[src/rtl/core/att_isqrt.sv]
// ----------------------------------------------------------------------------
// att_isqrt: bit-pair restoring integer square root
// one result bit per cycle, floor of sqrt of an unsigned operand
// ----------------------------------------------------------------------------
module att_isqrt #(
	parameter int IN_W = 34
) (
	input  logic                clk,
	input  logic                arst_n,
	input  logic                start,
	input  logic [IN_W-1:0]     operand,
	output logic                done,
	output logic [IN_W/2:0]     root
);
	localparam int RW  = IN_W / 2 + 1;
	localparam int VW  = 2 * RW;
	localparam int CW  = $clog2(RW + 1);

	logic [VW-1:0] v_q;
	logic [VW-1:0] rem_q;
	logic [RW-1:0] res_q;
	logic [CW-1:0] cnt_q;
	logic          busy_q;
	logic [RW+1:0] trial;
	logic [RW+1:0] rem_next;
	logic [RW+1:0] rem_cat;

	assign rem_cat = {rem_q[RW-1:0], v_q[VW-1 -: 2]};
	assign trial   = {res_q, 2'b01};
	assign rem_next = rem_cat - trial;

	always_ff @(posedge clk or negedge arst_n) begin
		if (!arst_n) begin
			busy_q <= 1'b0;
			done   <= 1'b0;
			cnt_q  <= '0;
		end else begin
			done <= 1'b0;
			if (start) begin
				busy_q <= 1'b1;
				cnt_q  <= CW'(RW);
			end else if (busy_q) begin
				if (cnt_q == CW'(1)) begin
					busy_q <= 1'b0;
					done   <= 1'b1;
				end
				cnt_q <= cnt_q - CW'(1);
			end
		end
	end

	always_ff @(posedge clk) begin
		if (start) begin
			v_q   <= VW'(operand);
			rem_q <= '0;
			res_q <= '0;
		end else if (busy_q) begin
			v_q <= {v_q[VW-3:0], 2'b00};
			if (rem_cat >= trial) begin
				rem_q <= VW'(rem_next);
				res_q <= {res_q[RW-2:0], 1'b1};
			end else begin
				rem_q <= VW'(rem_cat);
				res_q <= {res_q[RW-2:0], 1'b0};
			end
		end
	end

	assign root = res_q;
endmodule

[config.mk]
export PLATFORM = sky130hd
export DESIGN_NAME = att_isqrt
export DESIGN_NICKNAME = d
export VERILOG_FILES = /design/src/rtl/core/att_isqrt.sv
export SDC_FILE = /design/constraint.sdc
export NUM_CORES = 1
export LEC_CHECK = 0
export BUFFER_PORTS_ARGS = -buffer_cell sky130_fd_sc_hd__buf_2
export CAP_MARGIN = 5
export CORE_MARGIN = 5
export CORE_UTILIZATION = 63
export DETAILED_ROUTE_END_ITERATION = 10
export GPL_TIMING_DRIVEN = 0
export PLACE_DENSITY = 0.88
export SYNTH_ARGS = -nofsm -noshare
export SYNTH_HDL_FRONTEND = slang
export SYNTH_SLANG_ARGS = --single-unit
[constraint.sdc]
create_clock -name clk -period 3.6 [get_ports clk]
set_input_delay 0.72 -clock clk [delete_from_list [all_inputs] [get_ports clk]]
set_output_delay 0.72 -clock clk [all_outputs]
set_load 0.02 [all_outputs]
* Word level (Yosys, flattened, before mapping)
Index checks and enable logic that the tools add are counted.
** Storage, ports and cells
- Flip-flop bits (word level) :: 79
- Input bits :: 37
- Output and inout bits :: 19
** Cells by class
- $lt $le $gt $ge :: 1
- Add/sub/neg operators :: 2
- Reduce and logical (&&, ||, !) cells :: 1
- Equal/unequal tests :: 1
- Muxes and demuxes :: 12
** Operator list (number)
- 2-to-1 mux 34 bit :: 2
- greater-or-equal comparator 20 bit :: 1
- 2-to-1 mux 18 bit :: 1
- subtractor 18 bit :: 1
- 2-to-1 mux 5 bit :: 2
- 2-to-1 mux 1 bit :: 7
- equality test 5 x 1 -> 1 bit, second input constant :: 1
- subtractor 5 x 1 -> 5 bit, second input constant :: 1
- nonzero test 2 bit :: 1

* Depth between registers and ports, before layout
- Depth after elaboration :: 4
- Mapped depth :: 11
- Mapped depth without buffers :: 9

* Worst setup path after synthesis
No wires, ideal clock.
- Path type :: register -> register
- Start point :: register res_q[15], in the netlist root[15]
- End point :: register rem_q[3]
- Data required time :: 3521 ps
- Buffers on the path :: 1
- Arrival time :: 2283 ps
- Slack :: 1237 ps
- Library setup time :: 79 ps
- Cell stages (with the launch flop) :: 11
- Path through :: dfxtp_1 -> inv_1 -> ha_1 -> a211oi_2 -> o21bai_1 -> a211oi_1 -> and3_4 -> nor2_8 -> buf_8 -> mux2i_1 -> a211oi_2
** On the way
- Longest elaborated chain between the ends :: 2
** RTL lines
- start: declaration :: line 21 : logic [RW-1:0] res_q;
- start signal: assignment :: line 61 : res_q <= {res_q[RW-2:0], 1'b1};
- start signal: assignment :: line 64 : res_q <= {res_q[RW-2:0], 1'b0};
- greater-or-equal comparator 20 bit :: line 59 : if (rem_cat >= trial) begin
- 2-to-1 mux 18 bit :: line 59
- end signal: assignment :: line 60 : rem_q <= VW'(rem_next);
- end signal: assignment :: line 63 : rem_q <= VW'(rem_cat);
- end: declaration :: line 20 : logic [VW-1:0] rem_q;
Every way passes these cells.
A chain may end at the register's enable or synchronous reset.

* Worst setup path after layout
- Start point :: register res_q[15], in the netlist root[15]
- End point :: register rem_q[10]
Same word-level chain as after synthesis.

==> metrics.txt <==
number of synthesized flops with an enable pin=34; H-tree depth=3; clock buffer count from CTS=9; synthesized area=0.00434 mm^2; critical path class=register to register; Die W=93.0 um; worst reg2reg path depth=9; Yosys warnings=0; Post-CTS Hold Fix Bufs=0; cell count after synthesis=408; top cells by count, synth=nor2_1, dfxtp_1, edfxtp_1, mux2_2, inv_1; Die Ht=93.0 um; via count=3298; Crit Path Max Fanout=9; final hold vios=0; Max clock buf depth=2; post-CTS sizing=0; fin nets=532; final wirelength=9240 um; placed inst area=0.00471 mm^2; Req. time, crit path=3.85 ns; clock period minus worst slack=2.57 ns; DR pass1 iterations=4; Syn Area/Cell=10.6 um^2; CP Launch Point=root[15]$_SDFFE_PP0P_; WP data arrival=2.82 ns; die area=0.00864 mm^2; RSZ-0062 raised after global routing=false; met3 Usage GRT=5.52%; status=complete, no violations; sequential element share of the synthesized area=45.1%; Boundary Pins=56; GP Congestion=0.955; drt wl/cell=16.6 um; GRT overflow=0; M2 GR Usage=38.4%; final setup vio count=0; Worst R2R Start=root[15]$_SDFFE_PP0P_; DRC viols=0; Final ANT Viol Nets=0; row count=30; leakage=0.00214 uW; maximum VDD drop=0.391 mV; Slew headroom=44.0%; CTS tree=done; hold slack final=0.175 ns; Critical Path Sink Type=register; fin. max-slew vios=0; initial antenna violation count=0; CP endpoint=rem_q[10]$_SDFFE_PP0P_; synth unique cells=64; CTS clock-pin slew for the worst setup and hold paths=0.09 ns; R2R Setup Slk=1.03 ns; number of global-route vias before repair=3317; Num Clock Sinks=79; area delta synth->final=12.7%; CP Launch Type=register; final instance area=0.00488 mm^2; Initial Util=64.2%; clock latency on the worst-skew pair=0.36 ns; largest net degree at the start of global routing=35; Clock Skew=0.0102 ns; top cells by area, synth=edfxtp_1, dfxtp_1, mux2_2; fmax=389 MHz; Global Route Usage Sum=22.3%; GRT busiest layer=met2; total power=3670 uW; Port Buffers=54; Power Density=752 mW/mm^2; Diodes inserted=0; Max Cap Viol=0; syn nets=467; HP Class=input pin to asynchronous set/reset pin; Worst Max-Slew Pin Slew=0.840 ns; share of cells above drive strength 1=26.6%; DR vias/cell=5.91; first-pass GRT wire length=15200 um; Seq cells post-synth=79; Async S/R FF share, synth=8.86%; Placeable Area=0.00676 mm^2; Setup TNS=0 ns; met1 usage=26.5%; fin crit share=71.4%; Post-DP HPWL=6690 um; most numerous cell in the Yosys netlist=nor2_1; largest area contributor in the netlist=edfxtp_1; share of the synthesized area in the top cell type=23.5%; worst reg2reg endpoint=rem_q[10]$_SDFFE_PP0P_; setup bufs post-CTS=0; Top FF cell, synth=dfxtp_1; clk root buf=clkbuf_8; Iteration-0 DRC Markers=171
==> kinds of logic after synthesis <==
family / after synthesis / share of synthesized area [%]
and+or+nand+nor: 112 / 13.4
DFF: 79 / 45.1
AOI/OAI and AO/OA: 78 / 13.4
muxes: 60 / 15.0
buffers and inverters: 45 / 4.18
adders and majority gates: 22 / 6.35
xor gates and xnor gates: 12 / 2.42
==> critical path: stages (launching register included) <==
cell and delay [ns]:
dfxtp_1 0.39, inv_1 0.06, ha_1 0.37, a211oi_2 0.23
o21bai_1 0.18, a211oi_1 0.30, nand3_1 0.29, nand2_2 0.29
nor3b_1 0.08, a211o_1 0.27
==> registers in the layout, summed over array words and instances, names as in the netlist <==
register,cells
root,18
v_q,36
done,1
cnt_q,5
rem_q,18
busy_q,1
==> layout make-up <==
type                       count  area [um^2]
clock inverter                 7         55.1
fill                         482         1870
inverter                      27          101
tap                           80          100
buffer                        18         80.1
clock buffer                   9          124
multi-input combinational    284         2200
sequential                    79         1960
timing repair buffer          54          270
==> how the worst min path moves through the flow <==
stage | start | end | slack (ns) | cells past startpoint
global route | arst_n | cnt_q[4]$_DFFE_PN0P_ | 0.18 | 1
detailed placement | v_q[32]$_DFFE_PP_ | v_q[34]$_SDFFE_PP0P_ | 0.49 | 2
global placement | v_q[32]$_DFFE_PP_ | v_q[34]$_SDFFE_PP0P_ | 0.46 | 2
finish | arst_n | cnt_q[4]$_DFFE_PN0P_ | 0.18 | 1
floorplan | arst_n | busy_q$_DFF_PN0_ | 0.42 | 0
CTS | arst_n | cnt_q[4]$_DFFE_PN0P_ | 0.17 | 1
==> placed cells by master, fill, tap and decap left out, types with 7 or more instances in the layout <==
cell / instances
o21ai_0: 7
buf_2: 55
nand2b_1: 8
mux2i_1: 25
nor2_1: 46
a21oi_1: 18
a211oi_1: 9
ha_1: 22
inv_1: 27
dfrtp_1: 7
edfxtp_1: 34
dfxtp_1: 38
nand2_1: 15
mux2_2: 33
clkbuf_1: 12
clkbuf_8: 9
==> stage by stage <==
step / util, % / worst slack [ns] / instances
2_1_floorplan: - / 1.24 / 408
3_3_place_gp: 69.6 / 1.00 / 542
3_5_place_dp: 69.6 / 0.976 / 542
4_1_cts: 72.3 / 1.04 / 558
5_1_grt: 72.3 / 0.763 / 558
6_report: 72.3 / 1.03 / 558
==> metal layers <==
metal	vias up	wire length [um]
met5	-	0
met4	0	133
met3	13	652
met2	101	4590
met1	1575	3860
li1	1609	-
==> power by group <==
group / total, uW / switching, uW / internal [uW]
combinational: 1900 / 1040 / 855
sequential: 1160 / 87.6 / 1080
clock: 612 / 356 / 256
total: 3670 / 1480 / 2190
Power figures use the tool's default switching activity.
