==> src/rtl/core/att_pkg.sv <==
// ----------------------------------------------------------------------------
// att_pkg: shared constants for the accelerometer tilt block
// sample width, cordic step count and the arctangent table in degrees q16
// ----------------------------------------------------------------------------
package att_pkg;
	localparam int SAMPLE_BITS_DEF  = 16;
	localparam int CORDIC_STEPS_DEF = 20;
	localparam int ANG_W            = 11;
	localparam int THR_W            = 8;
	localparam int Z_W              = 26;

	localparam logic REG_ENABLE = 1'b0;
	localparam logic REG_THRESH = 1'b1;

	function automatic logic [Z_W-1:0] atan_deg_q16(input logic [4:0] i);
		logic [Z_W-1:0] r;
		unique case (i)
			5'd0:  r = 26'd2949120;
			5'd1:  r = 26'd1740967;
			5'd2:  r = 26'd919879;
			5'd3:  r = 26'd466945;
			5'd4:  r = 26'd234379;
			5'd5:  r = 26'd117304;
			5'd6:  r = 26'd58666;
			5'd7:  r = 26'd29335;
			5'd8:  r = 26'd14668;
			5'd9:  r = 26'd7334;
			5'd10: r = 26'd3667;
			5'd11: r = 26'd1833;
			5'd12: r = 26'd917;
			5'd13: r = 26'd458;
			5'd14: r = 26'd229;
			5'd15: r = 26'd115;
			5'd16: r = 26'd57;
			5'd17: r = 26'd29;
			5'd18: r = 26'd14;
			5'd19: r = 26'd7;
			5'd20: r = 26'd4;
			5'd21: r = 26'd2;
			5'd22: r = 26'd1;
			default: r = '0;
		endcase
		return r;
	endfunction
endpackage

==> src/rtl/core/att_cordic.sv <==
// ----------------------------------------------------------------------------
// att_cordic: iterative vectoring cordic
// one micro-rotation per cycle, returns clamped whole degrees times minus ten
// ----------------------------------------------------------------------------
module att_cordic #(
	parameter int SAMPLE_BITS  = att_pkg::SAMPLE_BITS_DEF,
	parameter int CORDIC_STEPS = att_pkg::CORDIC_STEPS_DEF
) (
	input  logic                          clk,
	input  logic                          arst_n,
	input  logic                          start,
	input  logic signed [SAMPLE_BITS:0]   num,
	input  logic        [SAMPLE_BITS:0]   den,
	output logic                          done,
	output logic signed [att_pkg::ANG_W-1:0] scaled
);
	import att_pkg::*;

	localparam int DW    = SAMPLE_BITS + 20;
	localparam int STEPS = (CORDIC_STEPS < 32) ? CORDIC_STEPS : 32;
	localparam int CW    = 6;

	logic signed [DW-1:0]  x_q, y_q;
	logic signed [Z_W+1:0] z_q;
	logic [CW-1:0]         i_q;
	logic                  busy_q;
	logic                  zero_q;
	logic signed [DW-1:0]  xs, ys;
	logic signed [Z_W+1:0] zt, za;
	logic signed [Z_W+1:0] dq;
	logic signed [7:0]     deg;

	assign xs = x_q >>> i_q;
	assign ys = y_q >>> i_q;
	assign zt = $signed({2'b00, atan_deg_q16(i_q[4:0])});

	assign za  = z_q[Z_W+1] ? -z_q : z_q;
	assign dq  = za >>> 16;

	always_comb begin
		logic signed [Z_W+1:0] d;
		d = z_q[Z_W+1] ? -dq : dq;
		if (zero_q) deg = '0;
		else if (d > 90) deg = 8'sd90;
		else if (d < -90) deg = -8'sd90;
		else deg = 8'(d);
	end

	always_ff @(posedge clk or negedge arst_n) begin
		if (!arst_n) begin
			busy_q <= 1'b0;
			done   <= 1'b0;
			i_q    <= '0;
		end else begin
			done <= 1'b0;
			if (start) begin
				busy_q <= 1'b1;
				i_q    <= '0;
			end else if (busy_q) begin
				if (i_q == CW'(STEPS - 1)) begin
					busy_q <= 1'b0;
					done   <= 1'b1;
				end
				i_q <= i_q + CW'(1);
			end
		end
	end

	always_ff @(posedge clk) begin
		if (start) begin
			x_q    <= $signed({{(DW-SAMPLE_BITS-17){1'b0}}, den, 16'h0000});
			y_q    <= $signed({{(DW-SAMPLE_BITS-17){num[SAMPLE_BITS]}}, num, 16'h0000});
			z_q    <= '0;
			zero_q <= (num == '0) && (den == '0);
		end else if (busy_q) begin
			if (!y_q[DW-1]) begin
				x_q <= x_q + ys;
				y_q <= y_q - xs;
				z_q <= z_q + zt;
			end else begin
				x_q <= x_q - ys;
				y_q <= y_q + xs;
				z_q <= z_q - zt;
			end
		end
	end

	assign scaled = ANG_W'(-(ANG_W'(deg) * 11'sd10));
endmodule

==> config.mk <==
export PLATFORM = sky130hd
export DESIGN_NAME = att_cordic
export DESIGN_NICKNAME = d
export VERILOG_FILES = /design/src/rtl/core/att_pkg.sv /design/src/rtl/core/att_cordic.sv
export SDC_FILE = /design/constraint.sdc
export NUM_CORES = 1
export LEC_CHECK = 0
export BUFFER_PORTS_ARGS = -buffer_cell sky130_fd_sc_hd__buf_2
export CAP_MARGIN = 0
export CORE_MARGIN = 2
export CORE_UTILIZATION = 32
export DETAILED_ROUTE_END_ITERATION = 10
export GPL_ROUTABILITY_DRIVEN = 1
export SLEW_MARGIN = 30
export SYNTH_ARGS = -nofsm -noshare
export SYNTH_HDL_FRONTEND = slang
export SYNTH_SLANG_ARGS = --single-unit
==> constraint.sdc <==
create_clock -name clk -period 13.8 [get_ports clk]
set_input_delay 2.07 -clock clk [delete_from_list [all_inputs] [get_ports clk]]
set_output_delay 2.07 -clock clk [all_outputs]
set_load 0.01 [all_outputs]
# After elaboration in Yosys (flattened, before gate mapping)
# Memories as Yosys holds them, arrays and structs flattened.
# Cells that the tools add are included.
# classes
muxes,20
n_addsub,10
shifts,2
eq_ne,1
bitwise,0
n_div,0
n_reduce_logical,4
n_mul,1
order_cmp,2
# op_table
operator,n
$mux W36,4
$mux W28,3
$add A36 B36 Y36,2
$sshr A36 B6 Y36,2
$sub A36 B36 Y36,2
$mux W33,2
$logic_not A17 Y1,2
$add A28 B27 Y28,1
$gt A28 B8 Y1 const B,1
$lt A28 B8 Y1 const B,1
$neg A12 Y28,1
$neg A28 Y28,1
$sub A28 B27 Y28,1
$mux W8,3
$mux W6,2
$neg A11 Y11,1
$mul A8 B4 Y10 const B,1
$add A6 B1 Y6 const B,1
$eq A6 B5 Y1 const B,1
$mux W1,6
$reduce_bool A2 Y1,1
$logic_and A1 B1 Y1,1
# word_totals
latchBits,0
inputBits,37
rom_bits,704
regBits,109
n_memories,1
mem_bits_rw,0
wordCells,50
# memory_table
name,words,word_bits,rd,rd_ports_with_merged_regs,write_ports,line_no,rtl
(name not given),32,22,1,0,0,att_pkg.sv:17,unique case (i)

# Depth between registers and ports, before layout
# depth
depth_word,10
depth_mapped,29
depth_no_buf,27

# Worst setup path before layout
# OpenSTA, ideal clock, no wires.
# synth_timing
kind,register to output
start,register z_q[1]
end,output scaled[10] (netlist bit)
path_slack_ns,5.831
t_arrival_ns,5.899
path_stages_with_launch,27
path_cell_list,dfxtp_1 nor4_1 nand4_1 nand2_1 xor2_1 clkbuf_1 ha_1 and3_1 nor4_2 mux2i_1 or3_1 and3_1 nor4_1 or3_1 inv_1 ha_1 ha_1 inv_1 fa_1 xor2_1 and3_1 nor2b_1 nand2_1 nor2_1 nor2_1 nor3_1 o311a_1
# synth_between
elab_chain_len,10
# synth_lines
element,line_no,rtl
"start, declared",att_cordic.sv:24,logic signed [Z_W+1:0] z_q;
"start signal, assigned",att_cordic.sv:79,z_q <= z_q + zt;
"start signal, assigned",att_cordic.sv:83,z_q <= z_q - zt;
$neg A28 Y28 (*),att_cordic.sv:37,assign za = z_q[Z_W+1] ? -z_q : z_q;
$mux W28 (*),att_cordic.sv:37,
$neg A12 Y28,att_cordic.sv:42,d = z_q[Z_W+1] ? -dq : dq;
$mux W28 (*),att_cordic.sv:42,
$lt A28 B8 Y1,att_cordic.sv:45,else if (d < -90) deg = -8'sd90;
$mux W8,att_cordic.sv:45,
$mux W8 (*),att_cordic.sv:44,else if (d > 90) deg = 8'sd90;
$mux W8 (*),att_cordic.sv:43,if (zero_q) deg = '0;
$mul A8 B4 Y10 (*),att_cordic.sv:88,assign scaled = ANG_W'(-(ANG_W'(deg) * 11'sd10));
$neg A11 Y11 (*),att_cordic.sv:88,
"end, declared",att_cordic.sv:15,output logic signed [att_pkg::ANG_W-1:0] scaled
# Every way passes the cells marked *; elsewhere a longest branch is shown, timed or not.

# Worst setup path after layout
# Same ends and word-level chain as after synthesis.

==> flow_summary_export.csv <==
group,metric,value,unit
timing,final_hold_viol_count,0,
setup_path,end_kind,"primary output",
global_routing,grt_overflow,0,
detailed_routing,drtIter0Drc,1761,
clocking,clockBufferDepth,2,
synth,synth_edf_count,38,
setup_path,reg2reg_depth,19,
synth,synth.area.mux_share,0.196,
min_path,hold_end,"z_q[0]$_SDFFE_PP0P_",
die,coreArea,57600,um2
timing,setup_tns,0,ps
synth,ys_ff_latch,109,
timing,layout_min_cycle_time,9810,ps
clocking,cts_root_buf,"clkbuf_16",
global_routing,grt_max_degree,69,
synth,yosys-top-cells-area,"mux4_2 (9.9%), ha_1 (8.3%), dfxtp_1 (6.8%)",
setup_path,crit_type,"reg -> out",
die,start_util,0.322,
die,die_w,245,um
detailed_routing,drt_wl_total,65400,um
placed_design,dp_worst_setup_slack,4100,ps
clocking,ctsHoldBuffers,0,
clocking,cts_num_sinks,109,
setup_path,r2r_start,"i_q[2]$_DFFE_PN0P_",
setup_path,worst-path-buf-inv,2,
placed_design,dp_cells,2992,
placed_design,dpl.hpwl,49700,um
global_routing,grt.total_usage,0.213,
flow_run,cap_viol_max_count,0,
detailed_routing,wire_per_inst,21.7,um
synth,synth-compound-area-share,0.240,
synth,ys.flop_type,"dfxtp_1",
setup_path,cp_slowest_cell,"o311ai_1",
timing,fmax,102,MHz
synth,yosysTopAreaCell,"mux4_2",
die,io_pins,49,
min_path,min_path_type,"reg -> reg",
timing,slew_violations,0,
timing,slew_headroom,0.346,
final_layout,drive_gt1_frac,0.124,
global_routing,grt_pass1_vias,17200,
synth,synthAdderAreaFrac,0.0872,
clocking,clk_pin_slew,90,ps
min_path,min_from,"z_q[0]$_SDFFE_PP0P_",
final_layout,nets,2402,
synth,seq_area_frac_synth,0.140,
detailed_routing,num_vias,18300,
setup_path,cp.depth,27,
timing,post-route-period-util,0.711,
clocking,h-tree-depth,3,
placed_design,port-buffer-count,47,
detailed_routing,firstDrtPassIters,6,
die,fp-row-count,88,
timing,worst_slew_pin_slew,981,ps
final_layout,diodes,0,
die,die_area,60000,um2
synth,synth_cell_types,110,
clocking,numCtsBuffers,9,
setup_path,critPathLaunchType,"flop",
synth,synth_top_family_by_area,"compound AO/OA/AOI/OAI gates",
global_routing,grt_pass1_wl,100000,um
setup_path,cpLargestDelayFamily,"simple AND/OR/NAND/NOR gates",
timing,finClkSkew,15.8,ps
setup_path,required,11730,ps
detailed_routing,avgViaCountPerCell,6.10,
final_layout,layoutNonFillerInstCount,3008,
synth,syn_nets,2463,
synth,synth_xor_area_frac,0.0772,
timing,setup_ws,3990,ps
setup_path,worstPathArrival,7740,ps
clocking,cts_tree,"yes",
setup_path,max_stage_delay,670,ps
final_layout,syn_to_final_growth,5.41,%
synth,syn-instance-count,2299,
detailed_routing,drc,0,
clocking,clk_latency,420,ps
global_routing,antenna_found_initial,0,
min_path,holdPathStages,2,
placed_design,place.gp.congestion,0.989,
setup_path,r2r_slack,5330,ps
synth,yosysTopAreaCellShare,0.0995,
die,die_h,245,um
synth,synth_simple_gate_area_frac,0.207,
clocking,cts_setup_buffers,0,
setup_path,worstReg2RegEnd,"y_q[35]$_DFFE_PP_",
setup_path,cp_max_fo,12,
synth,netlist_area,18600,um2
synth,synth.avg_cell_area,8.08,um2
detailed_routing,drtAntennaViolNets,0,
synth,async_flop_share,0.0734,
synth,ys_warn_count,0,
outcome,status,"finished, final reports clean",
timing,setup_viol,0,
timing,rsz0062_at_grt,"false",
clocking,cts_resized,0,
-- cells in the mapped netlist, types with 38 or more instances --
master    number
nor3_1        54
mux2_2        42
xor2_1        61
a21o_1        44
edfxtp_1      38
nand3_1       49
nand2_1      199
inv_1         59
dfxtp_1       63
xnor2_1      100
a211oi_1      44
a21oi_1      157
mux2i_1      118
mux4_2        82
nor2_1       209
clkbuf_1      81
o21ai_0      154
ha_1         123
-- layout make-up --
type                       instances  area (um2)
sequential                       109        2620
tap                              765         957
fill                            6031       38000
multi-input combinational       1980       15000
clock inverter                     6        62.6
clock buffer                      10         239
timing repair buffer              75         448
inverter                          63         236
-- layout by cell type, fill, tap and decap left out, drive strengths merged, types with 19 or more instances in the layout --
cell type,synthesis,final
o21ai,157,157
o21bai,23,23
mux2i,119,119
buf,66,75
or3,25,25
and3,22,22
a211oi,44,44
nand2,199,199
mux4,86,86
nand4,20,20
o31ai,19,19
inv,61,65
nor3b,20,20
ha,123,123
and2,24,24
xor2,61,61
a31oi,38,38
a21o,44,44
nand2b,36,36
nor2b,26,26
nand3,51,51
xnor2,100,100
or2,21,21
nor3,57,57
edfxtp,38,38
dfxtp,63,63
mux2,43,43
a21oi,159,159
nor4,28,28
nor2,210,210
-- state kept, by name, summed over array words and instances (netlist names) --
name	flops
busy_q	1
done	1
i_q	6
x_q	36
y_q	36
z_q	28
zero_q	1
-- cell families (layout without fill, tap and decap cells) --
group / Yosys count / in the layout
XOR/XNOR: 162 / 162
AND/OR/NAND/NOR: 768 / 768
other: 1 / 1
AO/OA/AOI/OAI: 674 / 674
flip-flops: 109 / 109
adder cells (fa/ha/maj): 127 / 127
buffers and inverters: 210 / 154
multiplexers: 248 / 248
-- worst max-delay path by stage --
stage                        start         end  slack (ps)
3_3_place_gp   z_q[1]$_SDFFE_PP0P_  scaled[10]        4370
6_report       z_q[1]$_SDFFE_PP0P_  scaled[10]        3990
2_1_floorplan  z_q[1]$_SDFFE_PP0P_  scaled[10]        5830
5_1_grt        z_q[1]$_SDFFE_PP0P_  scaled[10]        3170
4_1_cts        z_q[1]$_SDFFE_PP0P_  scaled[10]        3580
3_5_place_dp   z_q[1]$_SDFFE_PP0P_  scaled[10]        4100
-- worst reg2reg max path, cell delays in order (launching register included) --
cell and delay (ps):
dfrtp_4 830, buf_4 820, mux4_2 660, mux2_2 310, o22ai_1 380, a21oi_1 220
a2111oi_2 520, or4b_4 570, nor3_2 400, a21oi_1 130, o32a_1 370, ha_1 390
nand2_1 70, or4_1 480, a221oi_1 630, nor4_1 190, o311ai_0 650, a31oi_1 200
a2111o_1 420, o211ai_2 70
-- layer usage --
metal  global-route usage  up-vias  part of all wire  routed length, um
met5                    0        -                 0                  0
met3               0.0373      144             0.067               4370
li1                     -     8604                 -                  -
met1                0.273     8901              0.43              28000
met2                0.344      690              0.46              30000
met4                0.102        0             0.047               3090
-- through the flow --
stage / utilization / area [um2] / hold WS (ps)
after floorplan: - / 18600 / 469
after global placement: 0.334 / 19300 / 490
after detailed placement: 0.334 / 19300 / 493
after CTS: 0.340 / 19600 / 506
after global routing: 0.340 / 19600 / 530
final: 0.340 / 19600 / 507
Power is left out: the tool's default activity adds up to more than one toggle a clock period on the data nets, which glitch-free logic cannot reach.
